<file path="config.mk">
export PLATFORM = sky130hd
export DESIGN_NAME = ccm_regs
export DESIGN_NICKNAME = d
export VERILOG_FILES = /design/src/design/ccm_pkg.sv /design/src/design/ccm_regs.sv
export SDC_FILE = /design/constraint.sdc
export NUM_CORES = 1
export LEC_CHECK = 0
export ABC_CLOCK_PERIOD_IN_PS = 3600
export BUFFER_PORTS_ARGS = -buffer_cell sky130_fd_sc_hd__buf_2
export CAP_MARGIN = 0
export CORE_MARGIN = 2
export CORE_UTILIZATION = 42
export DETAILED_ROUTE_END_ITERATION = 6
export HOLD_SLACK_MARGIN = 0.02
export PLACE_DENSITY = 0.72
export SKIP_CTS_REPAIR_TIMING = 1
export SYNTH_ARGS = -nofsm -noshare
export SYNTH_HDL_FRONTEND = slang
export SYNTH_SLANG_ARGS = --single-unit
export TNS_END_PERCENT = 30
</file>
<file path="constraint.sdc">
create_clock -name clk -period 3.6 [get_ports clk]
set_input_delay 0.72 -clock clk [delete_from_list [all_inputs] [get_ports clk]]
set_output_delay 0.72 -clock clk [all_outputs]
set_load 0.01 [all_outputs]
</file>
<file path="src/design/ccm_pkg.sv">
// Shared types, register codes and reset values of the coverage count colour map.
package ccm_pkg;

  // Image size default and palette cap.
  localparam int PIXEL_COUNT_DEFAULT = 65536;
  localparam int PALETTE_CAP         = 10;
  localparam int PALETTE_ENTRIES     = 11;
  localparam int PAIR_REGS           = 5;

  // Configuration port geometry: 64-bit data, registers eight bytes apart.
  localparam int CFG_AW      = 6;
  localparam int CFG_DW      = 64;
  localparam int REG_SEL_LSB = 3;

  // Transaction kinds.
  localparam logic KIND_ACCUMULATE = 1'b0;
  localparam logic KIND_READOUT    = 1'b1;

  // Register indexes on the configuration port.
  typedef enum logic [2:0] {
    REG_COLOURS_0_1     = 3'd0,
    REG_COLOURS_2_3     = 3'd1,
    REG_COLOURS_4_5     = 3'd2,
    REG_COLOURS_6_7     = 3'd3,
    REG_COLOURS_8_9     = 3'd4,
    REG_COLOUR_TEN_PLUS = 3'd5,
    REG_GREY_MAP        = 3'd6
  } reg_index_t;

  // Register reset values.
  localparam logic [47:0] COLOURS_0_1_RESET     = 48'h0000FF000000;
  localparam logic [47:0] COLOURS_2_3_RESET     = 48'hFF0000FFFF00;
  localparam logic [47:0] COLOURS_PAIR_RESET    = 48'hFF0000FF0000;
  localparam logic [23:0] COLOUR_TEN_PLUS_RESET = 24'hFF0000;
  localparam logic [16:0] GREY_MAP_RESET        = 17'h0FF00;

  // Input transaction.
  typedef struct packed {
    logic        kind;
    logic [15:0] pixel_index;
    logic [7:0]  grey;
  } item_t;

  // Output transaction.
  typedef struct packed {
    logic [7:0] red;
    logic [7:0] green;
    logic [7:0] blue;
  } result_t;

  // One pixel's stored state.
  typedef struct packed {
    logic [7:0] count;
    logic [7:0] mean;
  } entry_t;

  // Decoded colour map settings handed from the register file to the pipeline.
  typedef struct packed {
    logic [PALETTE_ENTRIES-1:0][23:0] palette;
    logic [7:0]                       low;
    logic [7:0]                       high;
    logic                             binary;
  } map_cfg_t;

endpackage

</file>
<file path="src/design/ccm_regs.sv">
// Configuration register file with its bus port and the decoded colour map settings.
module ccm_regs (
  input  logic                       clk,
  input  logic                       rst,
  input  logic                       psel,
  input  logic                       penable,
  input  logic                       pwrite,
  input  logic [ccm_pkg::CFG_AW-1:0] paddr,
  input  logic [ccm_pkg::CFG_DW-1:0] pwdata,
  output logic [ccm_pkg::CFG_DW-1:0] prdata,
  output logic                       pready,
  output ccm_pkg::map_cfg_t          map_cfg
);
  import ccm_pkg::*;

  logic [47:0] pair [PAIR_REGS];
  logic [23:0] ten_plus;
  logic [16:0] grey_map;
  reg_index_t  sel;
  logic        wr_stb;

  assign pready = 1'b1;
  assign sel    = reg_index_t'(paddr[CFG_AW-1:REG_SEL_LSB]);
  assign wr_stb = psel && penable && pwrite;

  // Register writes; an index past the list is dropped.
  always_ff @(posedge clk) begin
    if (rst) begin
      pair[0]  <= COLOURS_0_1_RESET;
      pair[1]  <= COLOURS_2_3_RESET;
      pair[2]  <= COLOURS_PAIR_RESET;
      pair[3]  <= COLOURS_PAIR_RESET;
      pair[4]  <= COLOURS_PAIR_RESET;
      ten_plus <= COLOUR_TEN_PLUS_RESET;
      grey_map <= GREY_MAP_RESET;
    end else if (wr_stb) begin
      unique case (sel)
        REG_COLOURS_0_1:     pair[0]  <= pwdata[47:0];
        REG_COLOURS_2_3:     pair[1]  <= pwdata[47:0];
        REG_COLOURS_4_5:     pair[2]  <= pwdata[47:0];
        REG_COLOURS_6_7:     pair[3]  <= pwdata[47:0];
        REG_COLOURS_8_9:     pair[4]  <= pwdata[47:0];
        REG_COLOUR_TEN_PLUS: ten_plus <= pwdata[23:0];
        REG_GREY_MAP:        grey_map <= pwdata[16:0];
        default: ;
      endcase
    end
  end

  // Read data follows the address.
  always_comb begin
    unique case (sel)
      REG_COLOURS_0_1:     prdata = CFG_DW'(pair[0]);
      REG_COLOURS_2_3:     prdata = CFG_DW'(pair[1]);
      REG_COLOURS_4_5:     prdata = CFG_DW'(pair[2]);
      REG_COLOURS_6_7:     prdata = CFG_DW'(pair[3]);
      REG_COLOURS_8_9:     prdata = CFG_DW'(pair[4]);
      REG_COLOUR_TEN_PLUS: prdata = CFG_DW'(ten_plus);
      REG_GREY_MAP:        prdata = CFG_DW'(grey_map);
      default:             prdata = '0;
    endcase
  end

  // Unpack the palette and clamp the grey bounds.
  always_comb begin
    for (int i = 0; i < PAIR_REGS; i++) begin
      map_cfg.palette[2*i]   = pair[i][23:0];
      map_cfg.palette[2*i+1] = pair[i][47:24];
    end
    map_cfg.palette[PALETTE_ENTRIES-1] = ten_plus;
    map_cfg.low    = (grey_map[7:0] > 8'd254) ? 8'd254 : grey_map[7:0];
    map_cfg.high   = (grey_map[15:8] == 8'd0) ? 8'd1 : grey_map[15:8];
    map_cfg.binary = grey_map[16];
  end

endmodule

</file>
==> qor.txt <==
Pwr Density = 510 mW/mm2
Area share of the leading cell type in the synthesized netlist = 60.5%
Most used cells in the layout excluding fill and tap cells = sky130_fd_sc_hd__buf_2 (382), sky130_fd_sc_hd__edfxtp_1 (240), sky130_fd_sc_hd__and2_1 (48)
Average footprint of a synthesized cell = 15.2 um2
HP Start = pwdata[24]
Number of buffers inserted during clock tree synthesis = 29
DR DRC count = 0
Required @ worst endpoint = 2.88 ns
Highest achievable clock rate = 316 MHz
DP Cell Count = 1,498
Share of flip-flops with an asynchronous set or reset = 0%
Fraction of met2 tracks used by global routing = 39.6%
Average routed wire per standard cell = 24.5 um
Clk root buf = sky130_fd_sc_hd__clkbuf_16
Crit Reg-Reg Startpoint = grey_map[9]
Cell internal pwr = 5.82 mW
Cell count after synthesis = 781
Combined global-route utilization of all metal layers = 24.5%
Total standard cell area after synthesis = 0.0119 mm2
Total number of H-tree levels = 1
Total congestion overflow after global routing = 0
Clock insertion delay at the later pin of the skew report = 0.54 ns
Post-route minimum period = 3.17 ns
Flip-flop cell with the highest count after synthesis = sky130_fd_sc_hd__edfxtp_1
Layout cell share with drive strength beyond 1 = 45.3%
Cell types with the largest area share after synthesis = sky130_fd_sc_hd__edfxtp_1 (61%), sky130_fd_sc_hd__dfxtp_1 (6.9%), sky130_fd_sc_hd__mux4_2 (6.2%)
R2R cell count = 1
Number of hold violations in the final report = 0
Share of power burned in combinational logic = 11.4%
Crit path launch = paddr[5]
PortBufs = 384
Drt via density = 5.49
Arrival time of data at the critical path endpoint = 2.45 ns
Starting density of the core = 42.7%
Peak supply drop = 477 uV
Routability-driven placement congestion ratio = 0.854
Post-DRT Antenna Nets = 0
Number of DRC markers after the initial detailed-route iteration = 840
Routed vias = 8,524
Setup repair after global routing missed its margin = no
DIE WIDTH = 172 um
Slew at the pin closest to its max-slew limit = 0.893 ns
Antenna violations before repair = 1
Net switching power = 1.87 mW
Final total negative setup slack = 0 ns
Clk_skew = 0 ns
Kind of start point of the critical path = primary input
Met3 Use GR = 5.45%
Number of max-slew violations in the final report = 0
Flop pwr share = 49.4%
Max Cap Viol = 0
Critical path peak fanout = 17
Portion of the post-synthesis area used by sequential elements = 67.4%
Boundary pin count = 421
Final period util = 88.0%
Commonest non-fill, non-tap cell in the layout = sky130_fd_sc_hd__buf_2
Leakage dissipation = 6.05 nW
Number of flip-flops and latches in the synthesized netlist = 281
Hold crit path type = primary input to register
Reg-to-Reg End = grey_map[9]
Clock transition time at the flip-flop clock pins of the worst setup and hold paths = 0.06 ns
Max transition margin = 40.3%
Maximum number of pins on one net before global-route repair = 49
Total iterations of the first detailed-routing run = 6
Area growth, synth to finish = 26.7%
Yosys cell types = 49
Count of cells along the worst hold path = 2
Placeable core area = 0.0279 mm2
Met1 track utilization from global routing = 33.4%
Clock tree from TritonCTS = built
Share of power burned in the clock network = 39.1%
Bufs on Longest Clock Path = 3
# rows = 61
Via count of the first global-routing pass = 8,186
Setup Crit Path Kind = primary input to output port
Share of the core filled with cells in the final layout = 54.1%
Detailed placer's ending HPWL = 26,100 um
Outcome = completed
Number of nets in the finished design = 1,226
YS warnings = 0
Number of enable flip-flop cells after synthesis = 240
Filler-free cell count of the finished design = 1,552
Post-synth top area cell = sky130_fd_sc_hd__edfxtp_1
Minimum setup slack among reg-to-reg paths = 2.82 ns
Layer with the highest usage = met2
Height of the die = 172 um
Critical Path Sink Type = output port
Share of total power consumed by net switching = 24.3%
Wire length of the first global-routing pass = 53,000 um
Total wire length = 38,000 um
Worst min-delay path endpoint = pair[0][24]
Final setup violation count = 0
CTS sink count = 281
Die area = 0.0297 mm2
-- routing by layer --
metal	share of wire, %	wire length (um)
met3	8.8	3330
met4	2.6	997
met5	0	0
met2	48	18300
met1	41	15400
-- power by group through the flow --
stage                     clock [mW]  sequential, mW  combinational (mW)
after global routing            3.18            3.82               0.943
final                           3.01            3.80               0.880
after global placement             0            3.86               0.880
after floorplan                    0            3.95               0.385
after CTS                       3.06            3.80               0.887
after detailed placement           0            3.87               0.885
-- cell families (layout without fill, tap and decap cells) --
family          Yosys count  in the layout  share of synthesized area [%]
compound gates          161            161                           9.36
buf+inv                  92            469                           4.66
flops                   281            281                           67.4
mux                      65             65                           9.26
other cells               2             18                         0.0631
simple gates            180            180                           9.23
-- synth_stat cells (all sizes together) (5+ instances only) --
cell	count
o211ai	5
edfxtp	240
o21ai	37
a211o	16
a21oi	26
clkbuf	36
and2	48
dfxtp	41
nand2	19
nor2	5
o221ai	5
and3b	9
a21o	6
nand3	30
and3	19
buf	53
a221oi	6
nor2b	5
mux2	28
nand2b	32
a22o	23
a22oi	28
mux4	33
-- worst max-delay path, cell delays in order --
cell                      delay, ns
sky130_fd_sc_hd__buf_2         0.37
sky130_fd_sc_hd__nor2b_1       0.78
sky130_fd_sc_hd__a22oi_1       0.22
sky130_fd_sc_hd__o21ai_0       0.19
sky130_fd_sc_hd__buf_2         0.16
-- flip-flops by register name, summed over array words and instances, names as in the netlist --
name and flops:
grey_map 17, pair 240, ten_plus 24
-- metrics by stage --
step                power [mW]  setup WS, ns  area (um2)  hold slack (ns)
floorplan                 4.33         0.626       12000            0.461
global placement          4.74         0.490       14100            0.465
detailed placement        4.75         0.477       14100            0.481
CTS                       7.75         0.488       15100            0.423
global route              7.94         0.342       15100            0.430
finish                    7.69         0.431       15100            0.444
-- worst max path at each step --
stage | endpoint | slack, ns | cells after the start
2_1_floorplan | pair[0][100] | 0.63 | 6
3_3_place_gp | prdata[7] | 0.49 | 5
3_5_place_dp | prdata[3] | 0.48 | 5
4_1_cts | prdata[3] | 0.49 | 5
5_1_grt | prdata[14] | 0.34 | 5
6_report | prdata[3] | 0.43 | 5
-- cell type report --
| cell class | instances | area (um2) |
|---|---|---|
| antenna | 1 | 2.50 |
| inverter | 3 | 11.3 |
| timing repair buffer | 413 | 2230 |
| sequential | 281 | 8030 |
| fill | 2313 | 12800 |
| clock buffer | 32 | 737 |
| multi-input combinational | 423 | 3390 |
| clock inverter | 21 | 213 |
| tap | 378 | 473 |
No activity file was read; power rests on OpenSTA's default activity.
