`config.mk`:
```
export PLATFORM = sky130hd
export DESIGN_NAME = ccm_pipe
export DESIGN_NICKNAME = d
export VERILOG_FILES = /design/src/design/ccm_pkg.sv /design/src/design/ccm_pipe.sv
export SDC_FILE = /design/constraint.sdc
export NUM_CORES = 2
export LEC_CHECK = 0
export CAP_MARGIN = 0
export CORE_MARGIN = 1
export CORE_UTILIZATION = 50
export DETAILED_ROUTE_END_ITERATION = 10
export DONT_BUFFER_PORTS = 1
export PLACE_DENSITY = 0.67
export SLEW_MARGIN = 20
export SYNTH_ARGS = -nofsm -noshare
export SYNTH_HDL_FRONTEND = slang
export SYNTH_SLANG_ARGS = --single-unit
```
`constraint.sdc`:
```
create_clock -name clk -period 12.35 [get_ports clk]
set_input_delay 0.6175 -clock clk [delete_from_list [all_inputs] [get_ports clk]]
set_output_delay 0.6175 -clock clk [all_outputs]
set_load 0.03 [all_outputs]
```
`src/design/ccm_pkg.sv`:
```
// Shared types, register codes and reset values of the coverage count colour map.
package ccm_pkg;

  // Image size default and palette cap.
  localparam int PIXEL_COUNT_DEFAULT = 65536;
  localparam int PALETTE_CAP         = 10;
  localparam int PALETTE_ENTRIES     = 11;
  localparam int PAIR_REGS           = 5;

  // Configuration port geometry: 64-bit data, registers eight bytes apart.
  localparam int CFG_AW      = 6;
  localparam int CFG_DW      = 64;
  localparam int REG_SEL_LSB = 3;

  // Transaction kinds.
  localparam logic KIND_ACCUMULATE = 1'b0;
  localparam logic KIND_READOUT    = 1'b1;

  // Register indexes on the configuration port.
  typedef enum logic [2:0] {
    REG_COLOURS_0_1     = 3'd0,
    REG_COLOURS_2_3     = 3'd1,
    REG_COLOURS_4_5     = 3'd2,
    REG_COLOURS_6_7     = 3'd3,
    REG_COLOURS_8_9     = 3'd4,
    REG_COLOUR_TEN_PLUS = 3'd5,
    REG_GREY_MAP        = 3'd6
  } reg_index_t;

  // Register reset values.
  localparam logic [47:0] COLOURS_0_1_RESET     = 48'h0000FF000000;
  localparam logic [47:0] COLOURS_2_3_RESET     = 48'hFF0000FFFF00;
  localparam logic [47:0] COLOURS_PAIR_RESET    = 48'hFF0000FF0000;
  localparam logic [23:0] COLOUR_TEN_PLUS_RESET = 24'hFF0000;
  localparam logic [16:0] GREY_MAP_RESET        = 17'h0FF00;

  // Input transaction.
  typedef struct packed {
    logic        kind;
    logic [15:0] pixel_index;
    logic [7:0]  grey;
  } item_t;

  // Output transaction.
  typedef struct packed {
    logic [7:0] red;
    logic [7:0] green;
    logic [7:0] blue;
  } result_t;

  // One pixel's stored state.
  typedef struct packed {
    logic [7:0] count;
    logic [7:0] mean;
  } entry_t;

  // Decoded colour map settings handed from the register file to the pipeline.
  typedef struct packed {
    logic [PALETTE_ENTRIES-1:0][23:0] palette;
    logic [7:0]                       low;
    logic [7:0]                       high;
    logic                             binary;
  } map_cfg_t;

endpackage

```
`src/design/ccm_pipe.sv`:
```
// Six-stage pipeline: read, mean update by restoring division, colour mapping, output.
module ccm_pipe #(
  parameter  int PIXEL_COUNT = ccm_pkg::PIXEL_COUNT_DEFAULT,
  localparam int AW          = (PIXEL_COUNT > 1) ? $clog2(PIXEL_COUNT) : 1
) (
  input  logic               clk,
  input  logic               rst,
  input  logic               item_valid,
  output logic               item_stall,
  input  ccm_pkg::item_t     item,
  output logic               result_valid,
  input  logic               result_stall,
  output ccm_pkg::result_t   result,
  input  ccm_pkg::map_cfg_t  map_cfg,
  input  logic               clearing,
  output logic               rd_en,
  output logic [AW-1:0]      rd_addr,
  input  ccm_pkg::entry_t    rd_data,
  output logic               wr_en,
  output logic [AW-1:0]      wr_addr,
  output ccm_pkg::entry_t    wr_data
);
  import ccm_pkg::*;

  // floor(x/255) for 16-bit x is (x*32897) >> 23.
  localparam logic [15:0] RECIP_255 = 16'd32897;
  localparam int          PAD_W     = 25;

  typedef struct packed {
    logic [8:0] rem;
    logic       q;
  } div_step_t;

  function automatic logic [7:0] div255(input logic [15:0] x);
    logic [31:0] p;
    p = 32'(x) * 32'(RECIP_255);
    return p[30:23];
  endfunction

  // One restoring division step; the remainder always stays below the divisor.
  function automatic div_step_t div_step(input logic [8:0] rem, input logic nbit,
                                         input logic [8:0] d);
    logic [9:0] t;
    div_step_t  r;
    t = {rem, nbit};
    if (t >= {1'b0, d}) begin
      r.rem = 9'(t - {1'b0, d});
      r.q   = 1'b1;
    end else begin
      r.rem = t[8:0];
      r.q   = 1'b0;
    end
    return r;
  endfunction

  function automatic logic [AW-1:0] to_addr(input logic [15:0] idx);
    logic [PAD_W-1:0] w;
    w = PAD_W'(idx);
    return w[AW-1:0];
  endfunction

  // Stage control.
  logic [6:1]  vld, rdy, ro, wr;
  logic [15:0] idx [1:6];
  logic        hit, accept, in_range;

  // Stage 1.
  logic [7:0]  grey1;
  logic        rng1;
  logic [7:0]  cnt_e, mean_e, mean_r;
  logic [3:0]  entry;
  logic [23:0] colour;
  logic [15:0] num_n;
  logic [2:0][15:0] x_n;

  // Stage 2.
  logic [15:0] num2;
  logic [7:0]  cnt2;
  logic [2:0][15:0] x2;
  logic [8:0]  d2;
  div_step_t   s2a, s2b;
  logic [2:0][7:0] c_n;

  // Stage 3.
  logic [8:0]  rem3, d3;
  logic [1:0]  q3;
  logic [5:0]  lo3;
  logic [7:0]  cnt3;
  logic [2:0][7:0] c3;
  div_step_t   s3a, s3b;
  logic [2:0][15:0] y_n;

  // Stage 4.
  logic [8:0]  rem4, d4;
  logic [3:0]  q4;
  logic [3:0]  lo4;
  logic [7:0]  cnt4;
  logic [2:0][15:0] y4;
  div_step_t   s4a, s4b;
  logic [2:0][7:0] z_n;

  // Stage 5.
  logic [8:0]  rem5, d5;
  logic [5:0]  q5;
  logic [1:0]  lo5;
  logic [7:0]  cnt5;
  logic [2:0][7:0] z5;
  div_step_t   s5a, s5b;

  // Stage 6, which is also the output register.
  logic [7:0]  mean6, cnt6;
  result_t     rgb6;

  // Each stage takes a new transaction when it is empty or its own one moves on.
  // An accumulate in the last stage always leaves, as it has no result.
  always_comb begin
    rdy[6] = !vld[6] || (ro[6] != KIND_READOUT) || !result_stall;
    for (int k = 5; k >= 1; k--) begin
      rdy[k] = !vld[k] || rdy[k+1];
    end
  end

  // Hold a transaction whose pixel has a write still in flight.
  always_comb begin
    hit = 1'b0;
    for (int k = 1; k <= 6; k++) begin
      hit = hit | (vld[k] && wr[k] && (idx[k] == item.pixel_index));
    end
  end

  assign in_range   = 32'(item.pixel_index) < 32'(PIXEL_COUNT);
  assign item_stall = clearing || !rdy[1] || hit;
  assign accept     = item_valid && !item_stall;
  assign rd_en      = accept;
  assign rd_addr    = to_addr(item.pixel_index);

  // Stage 1 to 2: product for the running mean, palette lookup and mean times colour.
  always_comb begin
    cnt_e  = rng1 ? rd_data.count : 8'd0;
    mean_e = rng1 ? rd_data.mean : 8'd0;
    num_n  = 16'(mean_e) * 16'(cnt_e) + 16'(grey1);
    if (map_cfg.binary) begin
      mean_r = (cnt_e == 8'd0) ? 8'd0 : 8'd255;
    end else begin
      mean_r = mean_e;
    end
    entry  = (cnt_e < 8'(PALETTE_CAP)) ? 4'(cnt_e) : 4'(PALETTE_CAP);
    colour = map_cfg.palette[entry];
    for (int ch = 0; ch < 3; ch++) begin
      x_n[ch] = 16'(mean_r) * 16'(colour[8*(2-ch) +: 8]);
    end
  end

  // Stage 2 to 3: first two quotient bits, and the colour scaled by the mean.
  always_comb begin
    d2  = 9'(cnt2) + 9'd1;
    s2a = div_step({1'b0, num2[15:8]}, num2[7], d2);
    s2b = div_step(s2a.rem, num2[6], d2);
    for (int ch = 0; ch < 3; ch++) begin
      c_n[ch] = div255(x2[ch]);
    end
  end

  // Stage 3 to 4: next two quotient bits, and the blend between the grey bounds.
  always_comb begin
    s3a = div_step(rem3, lo3[5], d3);
    s3b = div_step(s3a.rem, lo3[4], d3);
    for (int ch = 0; ch < 3; ch++) begin
      y_n[ch] = 16'(map_cfg.low) * 16'(8'd255 - c3[ch]) + 16'(map_cfg.high) * 16'(c3[ch]);
    end
  end

  // Stage 4 to 5: next two quotient bits, and the blend divided by 255.
  always_comb begin
    s4a = div_step(rem4, lo4[3], d4);
    s4b = div_step(s4a.rem, lo4[2], d4);
    for (int ch = 0; ch < 3; ch++) begin
      z_n[ch] = div255(y4[ch]);
    end
  end

  // Stage 5 to 6: last two quotient bits.
  always_comb begin
    s5a = div_step(rem5, lo5[1], d5);
    s5b = div_step(s5a.rem, lo5[0], d5);
  end

  // Valid bits.
  always_ff @(posedge clk) begin
    if (rst) begin
      vld <= '0;
    end else begin
      if (rdy[1]) begin
        vld[1] <= accept;
      end
      for (int k = 2; k <= 6; k++) begin
        if (rdy[k]) begin
          vld[k] <= vld[k-1];
        end
      end
    end
  end

  // Stage payloads.
  always_ff @(posedge clk) begin
    if (accept) begin
      ro[1]  <= (item.kind == KIND_READOUT);
      wr[1]  <= (item.kind == KIND_ACCUMULATE) && (item.grey != 8'd0) && in_range;
      idx[1] <= item.pixel_index;
      grey1  <= item.grey;
      rng1   <= in_range;
    end
    if (rdy[2] && vld[1]) begin
      ro[2]  <= ro[1];
      wr[2]  <= wr[1];
      idx[2] <= idx[1];
      num2   <= num_n;
      cnt2   <= cnt_e;
      x2     <= x_n;
    end
    if (rdy[3] && vld[2]) begin
      ro[3]  <= ro[2];
      wr[3]  <= wr[2];
      idx[3] <= idx[2];
      rem3   <= s2b.rem;
      q3     <= {s2a.q, s2b.q};
      lo3    <= num2[5:0];
      d3     <= d2;
      cnt3   <= cnt2;
      c3     <= c_n;
    end
    if (rdy[4] && vld[3]) begin
      ro[4]  <= ro[3];
      wr[4]  <= wr[3];
      idx[4] <= idx[3];
      rem4   <= s3b.rem;
      q4     <= {q3, s3a.q, s3b.q};
      lo4    <= lo3[3:0];
      d4     <= d3;
      cnt4   <= cnt3;
      y4     <= y_n;
    end
    if (rdy[5] && vld[4]) begin
      ro[5]  <= ro[4];
      wr[5]  <= wr[4];
      idx[5] <= idx[4];
      rem5   <= s4b.rem;
      q5     <= {q4, s4a.q, s4b.q};
      lo5    <= lo4[1:0];
      d5     <= d4;
      cnt5   <= cnt4;
      z5     <= z_n;
    end
    if (rdy[6] && vld[5]) begin
      ro[6]      <= ro[5];
      wr[6]      <= wr[5];
      idx[6]     <= idx[5];
      mean6      <= {q5, s5a.q, s5b.q};
      cnt6       <= (cnt5 == 8'd255) ? cnt5 : cnt5 + 8'd1;
      rgb6.red   <= z5[0];
      rgb6.green <= z5[1];
      rgb6.blue  <= z5[2];
    end
  end

  // Write back the updated pixel as the accumulate leaves the last stage.
  assign wr_en         = vld[6] && wr[6];
  assign wr_addr       = to_addr(idx[6]);
  assign wr_data.count = cnt6;
  assign wr_data.mean  = mean6;

  assign result_valid = vld[6] && (ro[6] == KIND_READOUT);
  assign result       = rgb6;

endmodule

```
==> results.md <==
- The required time reported for the critical path endpoint is 12.68 ns.
- The share of flip-flops with an asynchronous set or reset after synthesis is 0%.
- The die is 313 µm tall.
- After clock tree synthesis, the flow added hold-fix buffers numbering 0.
- The clock passes through at most 3 buffers.
- The share of cells above drive strength 1 is 4.07%.
- The maximum cell stage delay along the critical path is 0.55 ns.
- The global-route congestion overflow total is 0.
- In the routed design, unresolved DRC markers number 0.
- The critical path in this run is classified as in2reg.
- The utilization after layout is 53.6%.
- Counting the fill cells in the layout gives 8,452.
- The area of the mapped netlist is 48,300 µm².
- The number of standard cells after synthesis is 4,664.
- The number of buffers created by CTS is 48.
- The number of clock sinks is 432.
- The count of TritonRoute iterations in the first routing pass is 5.
- The starting utilization of the core area is 50.6%.
- The placeable core region is 95,300 µm².
- In this run the count of I/O pins placed on the die edge is 403.
- Yosys attributes the largest share of cell area to edfxtp_1 (27%), ha_1 (21%), fa_1 (18%).
- After synthesis, flip-flops and latches occupy 26.8% of the total area.
- The Yosys step of the flow raised 0 warnings.
- The worst slack at placement is 5.21 ns.
- The placed wire-length estimate is 93.1 mm.
- The most used standard cell by instance count after synthesis is ha_1.
- The critical path contains buffers and inverters numbering 6 combined.
- By count the netlist is led by ha_1 (806), inv_1 (668), fa_1 (444).
- The port buffer count is 0.
- In this run the most critical hold path is launched from rst.
- The analysis attributes to net switching a power of 4350 µW.
- The root buffer cell is clkbuf_16.
- The total power divided by cell area is 204 nW/µm².
- The synthesized design contains 426 enable-type register cells.
- Sequential cells account for 21.5% of the total power.
- The compound-cell area share of the yosys netlist is 8.00%.
- The endpoint kind of the worst setup timing path is a flop.
- Summed over all layers, the routed wires come to 118 mm.
- The area of the die is 97,800 µm².
- Setup repair after global routing left no endpoint under its margin.
- The smallest clock period supported by the final layout is computed as 6.58 ns.
- IR analysis of the VDD net gives a maximum drop of 0.000236 V.
- The clock transition at the register clock pins on the worst setup and hold paths after CTS is 0.06 ns.
- The synthesis-to-layout area growth is 5.76%.
- From left edge to right edge, the die measures 313 µm.
- Once routing completed, OpenROAD measured the worst setup slack at 5.77 ns.
- Between clock sinks in the finished design, the worst skew comes to 0.0416 ns.
- The post-synthesis share of cell area spent on and, or, nand and nor gates is 12.6%.
- After detailed routing, the average wire length per cell comes to 20.0 µm.
- The reg-to-reg setup timing slack is 6.14 ns.
- The slew at the pin closest to its max-slew limit is 1.04 ns.
- The leakage power total is 0.0234 µW.
- The count of instances resized after the clock tree is built is 0.
- The xor-xnor portion of the synthesized cell area is 5.08%.
- The worst register-to-register path ends at y4[15].
- The area share of the largest cell type after synthesis is 26.5%.
- The post-route non-filler standard cell count is 5,885.
- In this run the mean area of a mapped cell was 10.3 µm².
- The hold violation count in the final report is 0.
- The number of max-slew violations in the final report came to 0.
- Traced cell by cell, the critical path runs through nor4_4, nand2_2, buf_4, and2_2, buf_4, a221oi_1, mux2i_1, a21oi_2, nor2_1, fa_1, inv_1, fa_1, inv_1, fa_1, inv_1, fa_1, inv_1, ha_1, o21ai_0, nand2b_1, a31o_2, a41o_1, o41ai_1, xnor2_1.
- The main combinational cell family by area after synthesis is adder cells.
- At the end of the flow, the number of nets in the layout was 6,131.
- The number of nets with antenna violations after detailed routing is 0.
- Once the clock tree was built, the setup fixing pass inserted 0 buffers.
- Multiplexer cells account for 1.18% of the synthesized area.
- The capture endpoint of the worst hold path is vld[1].
- The clock tree from TritonCTS is done.
- The number of standard-cell rows in the floorplan is 113.
- The worst pin sits at a relative slew slack of 30.3%.
- The first global-routing pass estimated 186 mm of wire.
- The total via count after detailed routing is 32,400.
- Summed over all failing endpoints, the final setup total negative slack is 0 ns.
- For this run, the total global-route usage over all layers was measured as 24.4%.
- The most used flip-flop cell after synthesis is edfxtp_1.
- The run finished with clean final reports.
- The maximum number of pins on one net before global-route repair is 71.
- The synthesis-stage register bit count is 432.
- The via count of the first global-routing pass is 33,700.
- The worst min-delay path class is in2reg.
- Net switching is 41.8% of the power.
- The highest achievable clock rate is 0.152 GHz.
- The number of instances on the worst hold path is 1.
- The worst register-to-register path begins at c3[2].
- Broken down by cell family, the worst path's largest delay share belongs to adder cells.
- The DRC marker count from the first detailed-route iteration is 1,734.
- The logic depth of the worst register-to-register path is 19.
- The startpoint class of the critical path is a primary input.
- The slowest stage of the critical path belongs to the cell fa_1.
- Per report_power, the clock group accounts for 15.4% of the total.
- The setup-violating endpoint count in the final report is 0.
- The post-placement cell count is 5,769.
- The arrival time of the worst setup path is 6.91 ns.
- CTS built an H-tree with a depth of 2.
- The cell accounting for the most synthesized area is edfxtp_1.
- The mean number of vias per cell is 5.50.
- Dividing the final minimum period by the clock period gives 53.3%.
- The number of antenna violations at the first check in global routing came to 26.
- The share of power burned in combinational logic is 63.1%.
- The largest fanout on the critical path is 56.
- At the later pin of the worst-skew pair, clock insertion delay measures 0.63 ns.
- Yosys mapped the design onto 74 distinct sky130hd cell types.
- The final weighted congestion in routability-driven placement is 1.14.
- The internal portion of the total power is 6060 µW.
- The max-capacitance violation count is 0.
- After Yosys synthesis, full adders, half adders and majority gates account for 39.3% of the synthesized area.
-- power groups by stage --
stage	Sequential, µW	Combinational [µW]	Clock [µW]
6_report	2240	6580	1610
5_1_grt	2250	7610	1690
4_1_cts	2240	6630	1650
3_5_place_dp	2270	6570	0
3_3_place_gp	2270	6420	0
2_1_floorplan	2190	5280	0
-- cell type report --
cell class	instances	area [µm²]	area share, %
clock inverter	36	537	1.05
clock buffer	53	1230	2.41
antenna	27	67.6	0.132
sequential	432	12900	25.3
multi-input combinational	3379	32000	62.7
timing repair buffer	25	188	0.368
tap	1265	1580	3.10
inverter	668	2510	4.91
-- worst max path at each step --
stage / startpoint / cells past startpoint / slack (ns) / end
3_3_place_gp: rd_data[15] / 24 / 5.26 / x2[31]
3_5_place_dp: rd_data[15] / 24 / 5.21 / x2[31]
2_1_floorplan: result_stall / 2 / 3.53 / cnt4[0]
4_1_cts: rd_data[15] / 24 / 5.83 / x2[31]
5_1_grt: rd_data[15] / 23 / 5.32 / x2[31]
6_report: rd_data[15] / 24 / 5.77 / x2[31]
-- metal layers --
layer | vias up | routed length [µm] | GRT usage (%)
li1 | 15400 | - | -
met1 | 15900 | 49500 | 30.2
met2 | 785 | 56900 | 42.1
met3 | 205 | 5850 | 4.17
met4 | 0 | 5460 | 10.4
met5 | - | 0 | 0
-- placed cells by master (no fill, tap or decap), types with 28 or more instances in the layout --
cell type,instances
nor2b_1,134
a21oi_1,210
edfxtp_1,426
nand4_1,35
o21ai_0,72
o21a_1,32
and3_1,28
inv_1,668
nand2b_1,110
xor2_1,70
nor3_1,46
xnor2_1,210
ha_1,806
nor2_1,279
a21o_1,46
and2_1,170
nand3_1,48
fa_1,444
clkbuf_16,48
nand2_1,312
-- sequential cells by signal (all words and copies together) (netlist names), 8 cells and up --
register / flops
idx: 96
x2: 48
y4: 48
c3: 24
result: 24
z5: 24
num2: 16
d3: 9
d4: 9
d5: 9
rem3: 9
rem4: 9
rem5: 9
cnt2: 8
cnt3: 8
cnt4: 8
cnt5: 8
cnt6: 8
grey1: 8
mean6: 8
-- cells by family after synthesis --
kind of cell             after synthesis
XOR/XNOR                             280
AO/OA/AOI/OAI                        576
buffers and inverters                855
flip-flops                           432
other                                  1
AND/OR/NAND/NOR                     1218
multiplexers                          52
adder cells (fa/ha/maj)             1250
-- through the flow --
| step | hold WS, ns | instance area [µm²] | total power, µW |
|---|---|---|---|
| floorplan | 0.400 | 48300 | 7470 |
| global placement | 0.402 | 49200 | 8690 |
| detailed placement | 0.405 | 49200 | 8840 |
| CTS | 0.0101 | 51000 | 10500 |
| global route | 0.0252 | 51000 | 11500 |
| finish | 0.0567 | 51000 | 10400 |
Power figures use the tool's default switching activity.
